[src/hdl/assert_macros.svh]
// Assertion macros shared by the RTL of the UTF-8 CJK detector.
`ifndef ASSERT_MACROS_SVH
`define ASSERT_MACROS_SVH

`ifndef ASSERT_OFF

// Same-cycle implication, disabled during reset.
`define ASSERT_IMPL(label, clk, rst, ante, cons) \
   label: assert property (@(posedge clk) disable iff (rst) (ante) |-> (cons)) \
      else $error("assertion failed");

// Next-cycle implication, disabled during reset.
`define ASSERT_NEXT(label, clk, rst, ante, cons) \
   label: assert property (@(posedge clk) disable iff (rst) (ante) |=> (cons)) \
      else $error("assertion failed");

`else

`define ASSERT_IMPL(label, clk, rst, ante, cons)
`define ASSERT_NEXT(label, clk, rst, ante, cons)

`endif

`endif

[src/hdl/u8cjk_pkg.sv]
// Package with types, constants and the CJK range function of the UTF-8 CJK detector.
`timescale 1ns / 1ps

package u8cjk_pkg;

   localparam int unsigned CpWidth = 21;

   localparam logic [7:0] LeadMask2 = 8'hE0;
   localparam logic [7:0] LeadCode2 = 8'hC0;
   localparam logic [7:0] LeadMask3 = 8'hF0;
   localparam logic [7:0] LeadCode3 = 8'hE0;
   localparam logic [7:0] LeadMask4 = 8'hF8;
   localparam logic [7:0] LeadCode4 = 8'hF0;
   localparam logic [7:0] ContMask  = 8'hC0;
   localparam logic [7:0] ContCode  = 8'h80;

   localparam logic [CpWidth-1:0] CjkALow  = 21'h003400;
   localparam logic [CpWidth-1:0] CjkAHigh = 21'h004DBF;
   localparam logic [CpWidth-1:0] CjkBLow  = 21'h004E00;
   localparam logic [CpWidth-1:0] CjkBHigh = 21'h009FFF;
   localparam logic [CpWidth-1:0] CjkCLow  = 21'h00F900;
   localparam logic [CpWidth-1:0] CjkCHigh = 21'h00FAFF;
   localparam logic [CpWidth-1:0] CjkDLow  = 21'h020000;
   localparam logic [CpWidth-1:0] CjkDHigh = 21'h0323AF;

   typedef struct packed {
      logic [1:0]         pending;
      logic [CpWidth-1:0] acc;
      logic               halted;
      logic               found;
   } dec_state_type;

   typedef struct packed {
      logic [CpWidth-1:0] code_point;
      logic               point_done;
      logic               point_is_cjk;
      logic               halted;
      logic               cjk_found;
      logic               end_of_text;
   } dec_result_type;

   function automatic logic cjk_range(input logic [CpWidth-1:0] p);
      return ((p >= CjkALow) && (p <= CjkAHigh)) ||
             ((p >= CjkBLow) && (p <= CjkBHigh)) ||
             ((p >= CjkCLow) && (p <= CjkCHigh)) ||
             ((p >= CjkDLow) && (p <= CjkDHigh));
   endfunction

endpackage

[src/hdl/u8cjk_step.sv]
// Per-byte decode logic: next decoder state and the result for one byte.
`timescale 1ns / 1ps

module u8cjk_step
   import u8cjk_pkg::*;
(
   input  dec_state_type  cur_state,
   input  logic [7:0]     text_byte,
   input  logic           last_byte,
   output dec_state_type  nxt_state,
   output dec_result_type result
);

   dec_state_type      upd;
   logic               done;
   logic [CpWidth-1:0] cp;
   logic               is_cjk;
   logic [CpWidth-1:0] acc_shift;

   assign acc_shift = {cur_state.acc[CpWidth-7:0], text_byte[5:0]};

   always_comb begin
      upd  = cur_state;
      done = 1'b0;
      cp   = '0;
      if (!cur_state.halted) begin
         if (cur_state.pending == 2'd0) begin
            priority if (!text_byte[7]) begin
               cp   = {{(CpWidth-8){1'b0}}, text_byte};
               done = 1'b1;
            end else if ((text_byte & LeadMask2) == LeadCode2) begin
               upd.pending = 2'd1;
               upd.acc     = {{(CpWidth-5){1'b0}}, text_byte[4:0]};
            end else if ((text_byte & LeadMask3) == LeadCode3) begin
               upd.pending = 2'd2;
               upd.acc     = {{(CpWidth-4){1'b0}}, text_byte[3:0]};
            end else if ((text_byte & LeadMask4) == LeadCode4) begin
               upd.pending = 2'd3;
               upd.acc     = {{(CpWidth-3){1'b0}}, text_byte[2:0]};
            end else begin
               upd.halted = 1'b1;
            end
         end else if ((text_byte & ContMask) != ContCode) begin
            upd.halted = 1'b1;
         end else begin
            upd.acc     = acc_shift;
            upd.pending = cur_state.pending - 2'd1;
            if (cur_state.pending == 2'd1) begin
               cp   = acc_shift;
               done = 1'b1;
            end
         end
      end
   end

   assign is_cjk = done && cjk_range(cp);

   always_comb begin
      result.code_point   = cp;
      result.point_done   = done;
      result.point_is_cjk = is_cjk;
      result.halted       = upd.halted || (last_byte && (upd.pending != 2'd0));
      result.cjk_found    = upd.found || is_cjk;
      result.end_of_text  = last_byte;
   end

   always_comb begin
      nxt_state       = upd;
      nxt_state.found = upd.found || is_cjk;
      if (last_byte) begin
         nxt_state = '0;
      end
   end

endmodule

[src/hdl/utf8_cjk_detector_top.sv]
// Top level of the UTF-8 CJK detector: input register, decoder state and result register.
`timescale 1ns / 1ps

// Streaming UTF-8 decoder that flags code points in the CJK ideograph ranges
// 3400-4DBF, 4E00-9FFF, F900-FAFF and 20000-323AF. One result per byte, in order.
// Throughput is one byte per cycle while rsp_stall is low: the decoder state (pending
// count, 21-bit accumulator, halt and found flags) updates as each byte advances. A req
// transfer loads the input register; the byte then advances into the result register,
// which sets rsp_valid. While a result waits on rsp_stall, one more byte is taken into
// the input register; req_stall then stays high until the result transfers. All
// decoder state clears after the last byte.

`include "assert_macros.svh"

module utf8_cjk_detector_top
   import u8cjk_pkg::*;
(
   input  logic               clock,
   input  logic               reset,
   input  logic               req_valid,
   output logic               req_stall,
   input  logic [7:0]         req_text_byte,
   input  logic               req_last_byte,
   output logic               rsp_valid,
   input  logic               rsp_stall,
   output logic [CpWidth-1:0] rsp_code_point,
   output logic               rsp_point_done,
   output logic               rsp_point_is_cjk,
   output logic               rsp_halted,
   output logic               rsp_cjk_found,
   output logic               rsp_end_of_text
);

   logic           in_valid_ff, in_valid_in;
   logic [7:0]     in_byte_ff;
   logic           in_last_ff;
   logic           out_valid_ff, out_valid_in;
   dec_result_type out_ff;
   dec_state_type  state_ff;
   dec_state_type  state_nxt;
   dec_result_type step_result;
   logic           advance;
   logic           req_take;

   assign advance   = in_valid_ff && (!out_valid_ff || !rsp_stall);
   assign req_stall = in_valid_ff && !advance;
   assign req_take  = req_valid && !req_stall;

   assign in_valid_in  = req_take || (in_valid_ff && !advance);
   assign out_valid_in = advance || (out_valid_ff && rsp_stall);

   u8cjk_step u_step (
      .cur_state (state_ff),
      .text_byte (in_byte_ff),
      .last_byte (in_last_ff),
      .nxt_state (state_nxt),
      .result    (step_result)
   );

   always_ff @(posedge clock) begin
      if (reset) begin
         in_valid_ff  <= 1'b0;
         out_valid_ff <= 1'b0;
         state_ff     <= '0;
      end else begin
         in_valid_ff  <= in_valid_in;
         out_valid_ff <= out_valid_in;
         if (advance) begin
            state_ff <= state_nxt;
         end
      end
   end

   always_ff @(posedge clock) begin
      if (req_take) begin
         in_byte_ff <= req_text_byte;
         in_last_ff <= req_last_byte;
      end
      if (advance) begin
         out_ff <= step_result;
      end
   end

   assign rsp_valid        = out_valid_ff;
   assign rsp_code_point   = out_ff.code_point;
   assign rsp_point_done   = out_ff.point_done;
   assign rsp_point_is_cjk = out_ff.point_is_cjk;
   assign rsp_halted       = out_ff.halted;
   assign rsp_cjk_found    = out_ff.cjk_found;
   assign rsp_end_of_text  = out_ff.end_of_text;

   `ASSERT_IMPL(a_no_point_zero, clock, reset, rsp_valid && !rsp_point_done,
      (rsp_code_point == '0) && !rsp_point_is_cjk)
   `ASSERT_IMPL(a_cjk_sets_found, clock, reset, rsp_valid && rsp_point_is_cjk, rsp_cjk_found)
   `ASSERT_NEXT(a_clear_after_last, clock, reset, advance && in_last_ff,
      (state_ff.pending == 2'd0) && !state_ff.halted && !state_ff.found)
   `ASSERT_IMPL(a_stall_only_full, clock, reset, req_stall,
      in_valid_ff && out_valid_ff && rsp_stall)

endmodule
[config.mk]
export PLATFORM = sky130hd
export DESIGN_NAME = utf8_cjk_detector_top
export DESIGN_NICKNAME = d
export VERILOG_FILES = /design/src/hdl/u8cjk_pkg.sv /design/src/hdl/u8cjk_step.sv /design/src/hdl/utf8_cjk_detector_top.sv
export VERILOG_INCLUDE_DIRS = /design/src /design/src/hdl
export SDC_FILE = /design/constraint.sdc
export NUM_CORES = 1
export LEC_CHECK = 0
export ABC_AREA = 1
export BUFFER_PORTS_ARGS = -buffer_cell sky130_fd_sc_hd__buf_2
export CORE_MARGIN = 1
export CORE_UTILIZATION = 35
export CTS_CLUSTER_SIZE = 28
export DETAILED_ROUTE_END_ITERATION = 7
export GPL_TIMING_DRIVEN = 0
export HOLD_SLACK_MARGIN = 0.08
export PLACE_DENSITY_LB_ADDON = 0.2
export SLEW_MARGIN = 20
export SYNTH_ARGS = -nofsm -noshare
export SYNTH_HDL_FRONTEND = slang
export SYNTH_HIERARCHICAL = 1
export SYNTH_SLANG_ARGS = --single-unit
[constraint.sdc]
create_clock -name clock -period 4.4 [get_ports clock]
set_clock_uncertainty 0.05 [all_clocks]
set_input_delay 1.32 -clock clock [delete_from_list [all_inputs] [get_ports clock]]
set_output_delay 1.32 -clock clock [all_outputs]
set_load 0.02 [all_outputs]
==> results of run 1 <==
[final cells by class]
type | count | area share (%)
flip-flops and latches | 56 | 37.2
plain buffers | 28 | 4.90
clock buffers | 6 | 2.09
repair buffers | 41 | 5.75
multi-input cells | 309 | 39.5
well taps | 129 | 4.08
clock inverters | 2 | 0.253
inverters | 66 | 6.26
[flip-flops by register name, summed over array words and instances, names as in the netlist]
signal	flops
rsp_code_point	21
in_valid_ff	1
rsp_end_of_text	1
rsp_point_done	1
state_ff	19
rsp_point_is_cjk	1
in_last_ff	1
rsp_halted	1
rsp_valid	1
in_byte_ff	8
rsp_cjk_found	1
[routing by layer]
layer | share of wire [%] | GRT usage, %
met1 | 50 | 24.9
met2 | 45 | 29.6
met3 | 4.0 | 2.69
met4 | 1.6 | 5.35
met5 | 0 | 0
[power breakdown]
| part | total [mW] | leakage, nW | internal, mW | switching (mW) |
|---|---|---|---|---|
| logic | 0.245 | 1.15 | 0.0865 | 0.159 |
| clock network | 0.296 | 0.0510 | 0.126 | 0.170 |
| registers | 0.617 | 0.518 | 0.589 | 0.0281 |
[stage by stage]
step	hold slack (ps)	total power [mW]	area, µm²
finish	460	1.16	3960
global route	488	1.23	3960
CTS	462	1.17	3960
detailed placement	437	0.872	3870
global placement	421	0.865	3830
floorplan	402	0.802	3470
[worst max-delay path: stages]
cell and delay, ps:
buf_2 130, nand3_1 110, inv_1 70, buf_2 150
[path summary, 6_finish.rpt]
path | end | depth (start not counted) | slack, ps | start
hold / removal | state_ff[1] | 2 | 460 | state_ff[1]
hold reg to reg | state_ff[1] | 2 | 460 | state_ff[1]
setup reg to reg | state_ff[0] | 20 | 1690 | state_ff[23]
setup / recovery | req_stall | 4 | 1250 | rsp_stall
[placed cells by master, fill, tap and decap left out, types with 10 or more instances in the layout]
cell,instances
a21oi_1,49
buf_2,45
buf_4,10
dfxtp_1,21
edfxtp_1,35
inv_1,60
nand2_1,77
nand3_1,33
nor2_1,66
nor2_2,14
nor3_1,11
o21ai_0,16
==> implementation parameters, run 1 <==
Parameter                              Value

Outcome
  Result of the run    complete, no violations

Place
  Count of buffers inserted at the top-level ports    40
  Final weighted congestion in routability-driven placement    0.922
  Number of instances in the placed design    629
  Detailed placement HPWL    6.81 mm
  Worst-case setup slack after placement    1250 ps

Drt
  Post-DR vias/cell    4.85
  Total via count after detailed routing    3091
  Average wire per cell in the routed design    13.8 µm
  DRC violation count after routing    0
  Wirelength, routed    8.81 mm
  First-pass detailed-route iteration total    5
  Number of DRC violations after detailed-routing iteration 0    169
  Number of nets still failing antenna checks after routing    0

Timing
  Clock period minus worst slack    3150 ps
  Final count of hold timing violations    0
  FMAX    317 MHz
  Final TNS setup    0 ps
  Setup repair after global routing missed its margin    no
  Final setup violating endpoints    0
  Relative slew slack    63.8%
  Max-slew violation count    0
  Transition time at the pin with the least slew margin    530 ps
  Worst setup slack after layout    1250 ps
  Final period util    71.7%

Synthesis
  Syn_area_per_cell    7.55 µm²
  Number of standard cells after synthesis    459
  Synthesis Warnings    6
  Net Count, Synth    474
  Netlist Area Pre-Place    3470 µm²

Die
  Boundary Pins    41
  Die Outline Area    10300 µm²
  Initial Utilization    36.8%
  Die outline height    102 µm
  Core ar.    9420 µm²
  Die Wd    102 µm
  Number of rows created at floorplan    35

Layout
  Layout cells sized above 1    21.5%
  Multi-input combinational cell area    1570 µm²
  Number of filler instances in the final layout    1004
  Layout Cells excl Fill    637
  Sequential cell area    1470 µm²
  Nets    522
  Layout-stage area growth over the synthesis result    14.2%
  # diodes    0
  End-of-flow core utilization    42.1%

Setup path
  Max Fanout on Critical Path    3
  Worst endpoint required time    3030 ps
  Kind of end point of the critical path    output port
  Element type at the critical path start    input port
  Critical path class    input port to output port
  Data arrival time of the critical path    1780 ps

Clock network
  TritonCTS clock tree    built
  Clk sinks    56
  Root buffer cell    clkbuf_8
  Clock latency reported for the late side of the worst-skew pair    310 ps
  Clock buffers created by TritonCTS    5
  H-Tree Level Count    2
  Post-CTS repair timing setup buffer count    0
  Clock tree buffer depth    2
  Number of instances resized during post-cts repair    0
  Clock input transition at the sequential cells of the worst setup and hold paths    100 ps
  Hold buffers post-CTS    0

Global route
  Overall track demand over capacity in global routing    18.2%
  GRT overflow    0
  First-pass GRT wire length    14.4 mm
  Antenna violations before repair    0
  Maximum number of pins on one net before global-route repair    23
  Via count of the first global-routing pass    2868

Power
  Pwr dens    292 nW/µm²
  IR drop worst, VDD    0.133 mV
  Leakage dissipation    1.72 nW

Hold path
  Hold crit path type    register to register

Job
  Max-cap violations    0
(Power assumes the default switching activity.)
==> run 2: changes to the inputs <==
ABC_AREA = 0   (was 1)
clock period = 3.16 ns   (was 4.4 ns; I/O delays follow)
==> implementation parameters, run 2 <==
Parameter                              Value

Layout
  # diodes    0 (unchanged)
  Nets    362 (was 522)
  Layout cells sized above 1    21.3% (was 21.5%)
  Largest register FFs    21 (unchanged)
  Layout Cells excl Fill    456 (was 637)
  Layout-stage area growth over the synthesis result    14.2% (about the same)
  Most frequent cells in the layout    48 x buf_2, 42 x nand2b_1, 35 x edfxtp_1, 32 x nor2_1, 24 x mux2i_1 (was 77 x nand2_1, 66 x nor2_1, 60 x inv_1, 49 x a21oi_1, 45 x buf_2)
  Most frequent standard cell in the layout excluding fill and tap cells    buf_2 (was nand2_1)

Hold path
  Hold crit path type    register to register (unchanged)

Setup path
  Critical-path top delay cell    dfxtp_1 (was buf_2)
  Largest stage delay, worst path    440 ps (was 150 ps)
  Max Fanout on Critical Path    6 (was 3)
  Worst endpoint required time    3360 ps (was 3030 ps)
  List of cells traversed by the critical path    inv_1 > ha_1 > nand4bb_1 > nor2_1 > o2111ai_2 > o311ai_2 > nand4b_4 > nor2b_4 > nand2b_1 > mux2i_1 (was buf_2 > nand3_1 > inv_1 > buf_2)
  Data arrival time of the critical path    2680 ps (was 1780 ps)
  Critical path class    register to register (was input port to output port)
  Worst path top cell family by delay    simple AND/OR/NAND/NOR gates (was buffers and inverters)
  Element type at the critical path start    register (was input port)
  Kind of end point of the critical path    register (was output port)
  Bufs and invs on worst path    1 (was 3)

Global route
  GRT overflow    0 (unchanged)
  Grt met3 use    3.32% (was 2.69%)
  Antenna violations before repair    0 (unchanged)
  Peak-usage layer in the global routing report    met2 (unchanged)
  First-pass GRT wire length    11.2 mm (was 14.4 mm)
  Overall track demand over capacity in global routing    16.1% (was 18.2%)
  Via count of the first global-routing pass    2258 (was 2868)
  Met1 usage    20.6% (was 24.9%)
  Met2 usage    27.1% (was 29.6%)
  Maximum number of pins on one net before global-route repair    36 (was 23)

Drt
  Total via count after detailed routing    2355 (was 3091)
  DRC violation count after routing    0 (unchanged)
  Wirelength, routed    6.88 mm (was 8.81 mm)
  Number of nets still failing antenna checks after routing    0 (unchanged)
  First-pass detailed-route iteration total    4 (was 5)
  Post-DR vias/cell    5.16 (was 4.85)
  Average wire per cell in the routed design    15.1 µm (was 13.8 µm)
  Number of DRC violations after detailed-routing iteration 0    104 (was 169)

Clock network
  Clock buffers created by TritonCTS    5 (unchanged)
  Number of instances resized during post-cts repair    0 (unchanged)
  Clock latency reported for the late side of the worst-skew pair    310 ps (about the same)
  Clk sinks    56 (unchanged)
  H-Tree Level Count    2 (unchanged)
  Root buffer cell    clkbuf_8 (unchanged)
  Clock tree buffer depth    2 (unchanged)
  Clock input transition at the sequential cells of the worst setup and hold paths    100 ps (about the same)
  Hold buffers post-CTS    0 (unchanged)
  TritonCTS clock tree    built (unchanged)
  Post-CTS repair timing setup buffer count    0 (unchanged)

Die
  Initial Utilization    35.9% (was 36.8%)
  Die Outline Area    9290 µm² (was 10300 µm²)
  Die Wd    96.4 µm (was 102 µm)
  Number of rows created at floorplan    34 (was 35)
  Core ar.    8680 µm² (was 9420 µm²)
  Boundary Pins    41 (unchanged)
  Die outline height    96.4 µm (was 102 µm)

Timing
  Final TNS setup    0 ps (unchanged)
  Clock period minus worst slack    2480 ps
  Relative slew slack    50.6% (was 63.8%)
  FMAX    403 MHz
  Final count of hold timing violations    0 (unchanged)
  Final period util    78.6%
  Max-slew violation count    0 (unchanged)
  Setup repair after global routing missed its margin    no (unchanged)
  Transition time at the pin with the least slew margin    738 ps (was 530 ps)
  Final setup violating endpoints    0 (unchanged)

Synthesis
  Number of standard cells after synthesis    300 (was 459)
  Syn_area_per_cell    10.4 µm² (was 7.55 µm²)
  Synthesis Warnings    6 (unchanged)
  Netlist Area Pre-Place    3120 µm² (was 3470 µm²)
  Net Count, Synth    315 (was 474)

Place
  Count of buffers inserted at the top-level ports    40 (unchanged)
  Final weighted congestion in routability-driven placement    0.885 (was 0.922)
  Detailed placement HPWL    4.81 mm (was 6.81 mm)
  Number of instances in the placed design    448 (was 629)

Power
  Leakage dissipation    1.32 nW (was 1.72 nW)
  IR drop worst, VDD    0.162 mV (was 0.133 mV)
  Pwr dens    398 nW/µm² (was 292 nW/µm²)

Job
  Max-cap violations    0 (unchanged)

Outcome
  Result of the run    complete, no violations (unchanged)
## run 2: cell type report
type | instances | area, µm²
clock inverter | 2 | 12.5
inverter | 7 | 26.3
buffer | 27 | 178
clock buffer | 6 | 93.8
multi-input combinational | 210 | 1440
timing repair buffer | 40 | 200
tap | 108 | 135
sequential | 56 | 1470
fill | 899 | 5120
## run 2: tightest hold or removal path: cells and delay by family (launching register included)
kind | cells | cell delay (ps)
simple gates | 1 | 60
mux | 1 | 60
flops | 1 | 320
## run 2: metal layers
| metal | up-vias | share of wire [%] |
|---|---|---|
| met1 | 1116 | 46 |
| met5 | - | 0 |
| li1 | 1156 | - |
| met2 | 73 | 48 |
| met3 | 10 | 4.7 |
| met4 | 0 | 1.5 |
## run 2: final timing paths
check        cells past startpoint  slack (ps)    startpoint          end
max reg2reg                     10         680  state_ff[23]  state_ff[0]
min                              2         430   state_ff[9]  state_ff[9]
min reg2reg                      2         430   state_ff[9]  state_ff[9]
max                             10         680  state_ff[23]  state_ff[0]
## run 2: power breakdown
part | internal, mW | switching, mW
clock network | 0.203 | 0.239
logic | 0.0645 | 0.0973
registers | 0.801 | 0.0115
total | 1.07 | 0.348
## run 2: through the flow
| step | worst slack [ps] | power, mW | instance area (µm²) | hold slack [ps] | util (%) |
|---|---|---|---|---|---|
| after detailed placement | 663 | 0.992 | 3450 | 419 | 39.8 |
| final | 676 | 1.42 | 3560 | 432 | 41.0 |
| after floorplan | 974 | 0.942 | 3120 | 395 | - |
| after global routing | 475 | 1.48 | 3560 | 467 | 41.0 |
| after CTS | 638 | 1.44 | 3560 | 436 | 41.0 |
| after global placement | 688 | 0.991 | 3450 | 407 | 39.8 |
==> run 3: changes to the inputs <==
clock period = 2.29 ns   (was 3.16 ns; I/O delays follow)
==> implementation parameters, run 3 (synthesis gave the netlist of run 2 again) <==
Parameter                              Value

Setup path
  Critical path class    register to register (unchanged)
  Worst endpoint required time    2480 ps (was 3360 ps)
  Data arrival time of the critical path    2390 ps (was 2680 ps)
  Bufs and invs on worst path    1 (unchanged)
  Worst path top cell family by delay    simple AND/OR/NAND/NOR gates (unchanged)
  Element type at the critical path start    register (unchanged)
  Largest stage delay, worst path    380 ps (was 440 ps)
  List of cells traversed by the critical path    inv_2 > ha_4 > and4bb_2 > and4b_1 > nand3_1 > a311o_1 > nand4b_4 > nor2b_4 > nand2b_1 > mux2i_1 (was inv_1 > ha_1 > nand4bb_1 > nor2_1 > o2111ai_2 > o311ai_2 > nand4b_4 > nor2b_4 > nand2b_1 > mux2i_1)
  Max Fanout on Critical Path    6 (unchanged)
  Kind of end point of the critical path    register (unchanged)
  Critical-path top delay cell    dfxtp_4 (was dfxtp_1)

Global route
  Antenna violations before repair    0 (unchanged)
  Overall track demand over capacity in global routing    16.2% (was 16.1%)
  Via count of the first global-routing pass    2281 (was 2258)
  Maximum number of pins on one net before global-route repair    36 (unchanged)
  First-pass GRT wire length    11.3 mm (was 11.2 mm)
  GRT overflow    0 (unchanged)

Timing
  Final hold slack    432 ps (about the same)
  Final TNS setup    0 ps (unchanged)
  Setup repair after global routing missed its margin    no (unchanged)
  FMAX    456 MHz (was 403 MHz)
  Worst setup slack after layout    95.3 ps (was 676 ps)
  Relative slew slack    51.6% (was 50.6%)
  Final setup violating endpoints    0 (unchanged)
  Clock period minus worst slack    2190 ps (was 2480 ps)
  Final period util    95.8% (was 78.6%)
  Max-slew violation count    0 (unchanged)
  Final count of hold timing violations    0 (unchanged)
  Transition time at the pin with the least slew margin    723 ps (was 738 ps)

Layout
  Most frequent standard cell in the layout excluding fill and tap cells    buf_2 (unchanged)
  Nets    365 (was 362)
  Post-route cell area    3660 µm² (was 3560 µm²)
  Layout-stage area growth over the synthesis result    17.3% (was 14.2%)
  Most frequent cells in the layout    48 x buf_2, 42 x nand2b_1, 35 x edfxtp_1, 30 x nor2_1, 23 x mux2i_1 (was 48 x buf_2, 42 x nand2b_1, 35 x edfxtp_1, 32 x nor2_1, 24 x mux2i_1)
  End-of-flow core utilization    42.1% (was 41.0%)
  # diodes    0 (unchanged)
  Layout Cells excl Fill    459 (was 456)
  Layout cells sized above 1    25.6% (was 21.3%)
  Largest register FFs    21 (unchanged)
  Number of filler instances in the final layout    887 (was 899)

Clock network
  Clock input transition at the sequential cells of the worst setup and hold paths    100 ps (about the same)
  TritonCTS clock tree    built (unchanged)
  Clock latency reported for the late side of the worst-skew pair    300 ps (was 310 ps)
  Clock buffers created by TritonCTS    5 (unchanged)
  Clock tree buffer depth    2 (unchanged)
  Hold buffers post-CTS    0 (unchanged)
  Root buffer cell    clkbuf_8 (unchanged)
  H-Tree Level Count    2 (unchanged)
  Clk sinks    56 (unchanged)

Die
  Die Wd    96.4 µm (unchanged)
  Die outline height    96.4 µm (unchanged)
  Initial Utilization    35.9% (unchanged)
  Core ar.    8680 µm² (unchanged)
  Boundary Pins    41 (unchanged)
  Die Outline Area    9290 µm² (unchanged)
  Number of rows created at floorplan    34 (unchanged)

Place
  Placed standard-cell area    3450 µm² (unchanged)
  Final weighted congestion in routability-driven placement    0.885 (unchanged)
  Count of buffers inserted at the top-level ports    40 (unchanged)
  Detailed placement HPWL    4.81 mm (unchanged)
  Worst-case setup slack after placement    -207 ps (was 663 ps)
  Number of instances in the placed design    448 (unchanged)

Power
  Leakage dissipation    1.34 nW (was 1.32 nW)
  Total Power    1.96 mW (was 1.42 mW)
  Pwr dens    535 nW/µm² (was 398 nW/µm²)
  IR drop worst, VDD    0.223 mV (was 0.162 mV)

Drt
  First-pass detailed-route iteration total    5 (was 4)
  DRC violation count after routing    0 (unchanged)
  Post-DR vias/cell    5.14 (was 5.16)
  Wirelength, routed    6.91 mm (was 6.88 mm)
  Average wire per cell in the routed design    15.1 µm (about the same)
  Total via count after detailed routing    2359 (was 2355)
  Number of nets still failing antenna checks after routing    0 (unchanged)
  Number of DRC violations after detailed-routing iteration 0    100 (was 104)

Job
  Max-cap violations    0 (unchanged)

Outcome
  Result of the run    complete, no violations (unchanged)

Hold path
  Hold crit path type    register to register (unchanged)
-- run 3: report_power, final --
| part | internal [mW] | switching, mW |
|---|---|---|
| Sequential | 1.10 | 0.0163 |
| Clock | 0.281 | 0.327 |
| Combinational | 0.0923 | 0.137 |
| Total | 1.48 | 0.480 |
-- run 3: worst paths after layout --
path	to	slack (ps)	cells after the start	start
setup / recovery	state_ff[0]	100	10	state_ff[24]
hold / removal	state_ff[9]	430	2	state_ff[9]
setup reg to reg	state_ff[0]	100	10	state_ff[24]
hold reg to reg	state_ff[9]	430	2	state_ff[9]
-- run 3: area by class of cell --
type,instances,area [µm²],area share (%)
Multi-Input combinational cell,210,1510,41.3
Sequential cell,56,1480,40.4
Timing Repair Buffer,43,223,6.09
Buffer,27,178,4.86
Tap cell,108,135,3.69
Clock buffer,6,93.8,2.57
Inverter,7,26.3,0.718
Clock inverter,2,12.5,0.342
-- run 3: layer usage --
metal	part of all wire (%)	GRT usage (%)
met3	4.7	3.32
met1	45	20.6
met4	1.9	5.02
met2	48	27.5
met5	0	0
-- run 3: repair_timing --
item | 4_1_cts | 5_1_grt
gates resized for setup | 9 | 10
setup buffers | 0 | 3
pin swaps | 2 | 4
setup endpoints to repair | 2 | 3
gates cloned | 0 | 0
-- run 3: worst reg2reg max path: stages, from the launching register on --
cell and delay (ps):
dfxtp_4 380, inv_2 60, ha_4 180, and4bb_2 340, and4b_1 220, nand3_1 100
a311o_1 360, nand4b_4 120, nor2b_4 140, nand2b_1 60, mux2i_1 120
